[src/design/clc_pkg.sv]
package clc_pkg;

   typedef enum logic [1:0] {
      CMD_INSERT = 2'd0,
      CMD_FIRST  = 2'd1,
      CMD_NEXT   = 2'd2,
      CMD_REMOVE = 2'd3
   } cmd_type;

   typedef enum logic [1:0] {
      ST_OK    = 2'd0,
      ST_FULL  = 2'd1,
      ST_END   = 2'd2,
      ST_NOCUR = 2'd3
   } status_type;

   typedef struct packed {
      cmd_type            cmd;
      logic signed [31:0] data_in;
   } req_type;

   typedef struct packed {
      status_type         status;
      logic signed [31:0] data_out;
      logic [7:0]         entry_count;
   } rsp_type;

   // per-cell control: load, shift and read select
   typedef struct packed {
      logic load;
      logic shift;
      logic sel;
   } cell_ctl_type;

endpackage

[src/design/clc_cell.sv]
module clc_cell (
   input  logic                      clock,
   input  clc_pkg::cell_ctl_type     ctl,
   input  logic signed [31:0]        load_data,
   input  logic signed [31:0]        next_data,
   output logic signed [31:0]        value,
   output logic signed [31:0]        rd_data
);

   logic signed [31:0] entry_ff;
   logic signed [31:0] entry_in;

   // load wins over shift; the two never coincide in the same cycle
   always_comb begin
      if (ctl.load) begin
         entry_in = load_data;
      end else if (ctl.shift) begin
         entry_in = next_data;
      end else begin
         entry_in = entry_ff;
      end
   end

   always_ff @(posedge clock) begin
      entry_ff <= entry_in;
   end

   assign value   = entry_ff;
   assign rd_data = ctl.sel ? entry_ff : 32'sd0;

endmodule

[config.mk]
export PLATFORM = sky130hd
export DESIGN_NAME = clc_cell
export DESIGN_NICKNAME = d
export VERILOG_FILES = /design/src/design/clc_pkg.sv /design/src/design/clc_cell.sv
export SDC_FILE = /design/constraint.sdc
export NUM_CORES = 1
export LEC_CHECK = 0
export BUFFER_PORTS_ARGS = -buffer_cell sky130_fd_sc_hd__buf_2
export CAP_MARGIN = 30
export CORE_ASPECT_RATIO = 1.75
export CORE_MARGIN = 10
export CORE_UTILIZATION = 35
export DETAILED_ROUTE_END_ITERATION = 6
export GPL_TIMING_DRIVEN = 0
export PLACE_DENSITY = 0.69
export SLEW_MARGIN = 0
export SYNTH_ARGS = -nofsm -noshare
export SYNTH_HDL_FRONTEND = slang
export SYNTH_SLANG_ARGS = --single-unit
[constraint.sdc]
create_clock -name clock -period 2.8 [get_ports clock]
set_input_delay 0.14 -clock clock [delete_from_list [all_inputs] [get_ports clock]]
set_output_delay 0.14 -clock clock [all_outputs]
set_load 0.01 [all_outputs]
Word level (Yosys, flattened, before mapping)
Cells that the tools add are included.
W data, S select, Z words.
- mux-type cells: 3
- reductions and logical operators: 1
- operator list (cell ; number):
    $mux W32 ; 3
    $reduce_bool A2 Y1 ; 1
- register bits: 32
- bits of input ports: 68
- output and inout bits: 64

Depth between registers and ports, before layout
- depth in word-level cells: 2
- mapped depth: 3

Least setup slack after synthesis
No wires, ideal clock.
- path kind: input-to-reg
- from: input ctl[2] (netlist bit)
- to: register entry_ff[0], in the netlist value[0], enable pin
- library setup time: 390 ps
- arrival: 1162 ps
- required time: 2410 ps
- slack: 1247 ps
- cell stages on the path: 3
- path buffers: 2
- cells stage by stage: buf_6 > buf_12 > or2_1
- longest elaborated chain between the ends: 1
- RTL lines (element ; line ; text):
    start, declared ; clc_cell.sv:3 ; input clc_pkg::cell_ctl_type ctl,
    $reduce_bool A2 Y1 (no line) ; - ;
    end signal, assigned ; clc_cell.sv:25 ; entry_ff <= entry_in;
    end, declared ; clc_cell.sv:10 ; logic signed [31:0] entry_ff;
Every way passes these cells.
A chain may end at the register's enable or synchronous reset.

Worst setup path in the final report
- from: input ctl[2] (netlist bit)
- to: register entry_ff[10], in the netlist value[10], enable pin
The elaborated chain is that of the path after synthesis.

==> reports/qor.yml <==
timing:
  worst_pin_slew_ns: 0.7008
  max_freq_mhz: 804.2
  hold_violations: 0
  setup_violations: 0
  min_period_over_period_pct: 44.41
  slew_headroom_pct: 53.28
  period_needed_ns: 1.243
  drv_slew: 0
  setup_tns_ns: 0
  rsz0062_at_grt: "false"
cells_and_area:
  drive_gt1_share_pct: 70.78
  mostFrequentLayoutCell: "buf_2"
  layout.nets: 310
  stdcell_count: 295
  layout_common_cells: "buf_2 (130), and2_1 (32), edfxtp_1 (32), mux2_4 (29)"
  largest_reg_flops: 32
  n_antenna_cell: 0
  layout-area-overhead-vs-synth_pct: 47.89
  fillers: 455
critical_path:
  crit_start: "ctl[2]"
  cp.arrival_ns: 1.22
  crit_path_end_kind: "flip-flop"
  critPathMaxFanout: 19
  cp-start-kind: "input pin"
  endpoint: "value[10]$_DFFE_PP_"
  cp_data_required_time_ns: 2.78
  path_class: "input pin to flip-flop"
clocking:
  cts.path.max_buffers: 2
  holdBufCountCts: 0
  cts_tree: "built"
  clk_pin_slew_ns: 0.07
  cts_made_buffers: 5
  cts_setup_buffers: 0
  clockRootBuffer: "clkbuf_8"
  clock-sinks: 32
  htreeDepth: 2
  postCtsResizedCells: 0
run:
  drv_cap: 0
global_routing:
  grt_max_degree: 20
  grt_pass1_vias: 1592
  antenna_found_initial: 0
  grt_pass1_wl_um: 7886
  grt_usage_pct: 12.30
  overflow: 0
yosys:
  synth.distinct_cells: 8
  synth_nets: 172
  synth-seq-cells: 32
  yosysSeqAreaShare_pct: 55.90
  synth_warnings: 0
  syn_area_sq_um: 1719
  syn_inst: 104
  avgSynthCellArea_sq_um: 16.53
floorplan:
  initial_core_util_pct: 36.52
  die_height_um: 112.7
  fp.coreArea_sq_um: 4707
  ios: 132
  core.rowCount: 33
  fp.dieArea_sq_um: 8226
  die_w_um: 72.98
detailed_routing:
  wl_per_cell_um: 17.27
  routed_wl_um: 5094
  first_pass_iters: 4
  drc: 0
  vias: 1314
  drtAntennaViolNets: 0
  viasPerCell: 4.454
  drtIter0Drc: 14
placed_design:
  dp_hpwl_um: 4522
  gp_congestion: 0.6784
  portBuffers: 130
  dp.cells: 287
outcome:
  status: "finished clean"
pwr:
  power_density_nw_per_um2: 492.3
  finalPower_uw: 1252
  p_leak_uw: 0.001292
  ir_worst_vdd_uv: 298.0
hold_path:
  hold_class: "input pin to flip-flop"
cells by family after synthesis:
logic type | synth area share (%)
buffers and inverters | 4.804
flip-flops | 55.90
multiplexers | 27.29
AND/OR/NAND/NOR | 12.01
cell type report:
cell class | count | area, sq um | share of cell area [%]
multi-input cells | 65 | 675.6 | 26.57
repair buffers | 131 | 678.2 | 26.67
flip-flops and latches | 32 | 960.9 | 37.80
clock inverters | 1 | 3.754 | 0.1476
plain buffers | 7 | 82.58 | 3.248
clock buffers | 7 | 76.32 | 3.002
well taps | 52 | 65.06 | 2.559
where the power goes:
part	internal [uW]	switching [uW]
clock network	173	152
registers	590	22.0
logic	174	141
total	936	315
routing by layer:
metal / up-vias / global-route usage, % / part of all wire [%]
met5: - / 0 / 0
met4: 0 / 4.580 / 1.1
met3: 5 / 7.524 / 13
met2: 81 / 22.39 / 55
met1: 582 / 10.11 / 31
li1: 646 / - / -
per-stage QoR:
stage | worst slack (ns) | util [%] | hold slack, ns | instance area, sq um
3_5_place_dp | 1.238 | 52.31 | 0.4441 | 2462
2_1_floorplan | 1.247 | - | 0.3575 | 1719
4_1_cts | 1.539 | 54.01 | 0.1538 | 2542
3_3_place_gp | 0.9183 | 51.73 | 0.4402 | 2435
5_1_grt | 1.510 | 54.01 | 0.1504 | 2542
6_report | 1.557 | 54.01 | 0.1622 | 2542
critical path, stage by stage:
cell and delay (ns):
buf_6 0.12, buf_12 0.15, or2_1 0.56, buf_16 0.23
Yosys cell counts:
cell      number  share of area [%]
mux2_2         3                2.0
or2_1          1               0.36
and2_1        32                 12
mux2_4        29                 25
clkbuf_1       3               0.65
buf_6          1               0.65
edfxtp_1      32                 56
buf_12         3                3.5
worst min-delay path by stage:
| stage | cells after the start | from | slack [ns] | endpoint |
|---|---|---|---|---|
| finish | 2 | load_data[7] | 0.16 | value[7]$_DFFE_PP_ |
| global route | 2 | load_data[8] | 0.15 | value[8]$_DFFE_PP_ |
| CTS | 2 | next_data[7] | 0.15 | value[7]$_DFFE_PP_ |
| detailed placement | 2 | next_data[27] | 0.44 | value[27]$_DFFE_PP_ |
| global placement | 2 | load_data[29] | 0.44 | value[29]$_DFFE_PP_ |
| floorplan | 1 | load_data[0] | 0.36 | value[0]$_DFFE_PP_ |
(Power assumes the default switching activity.)
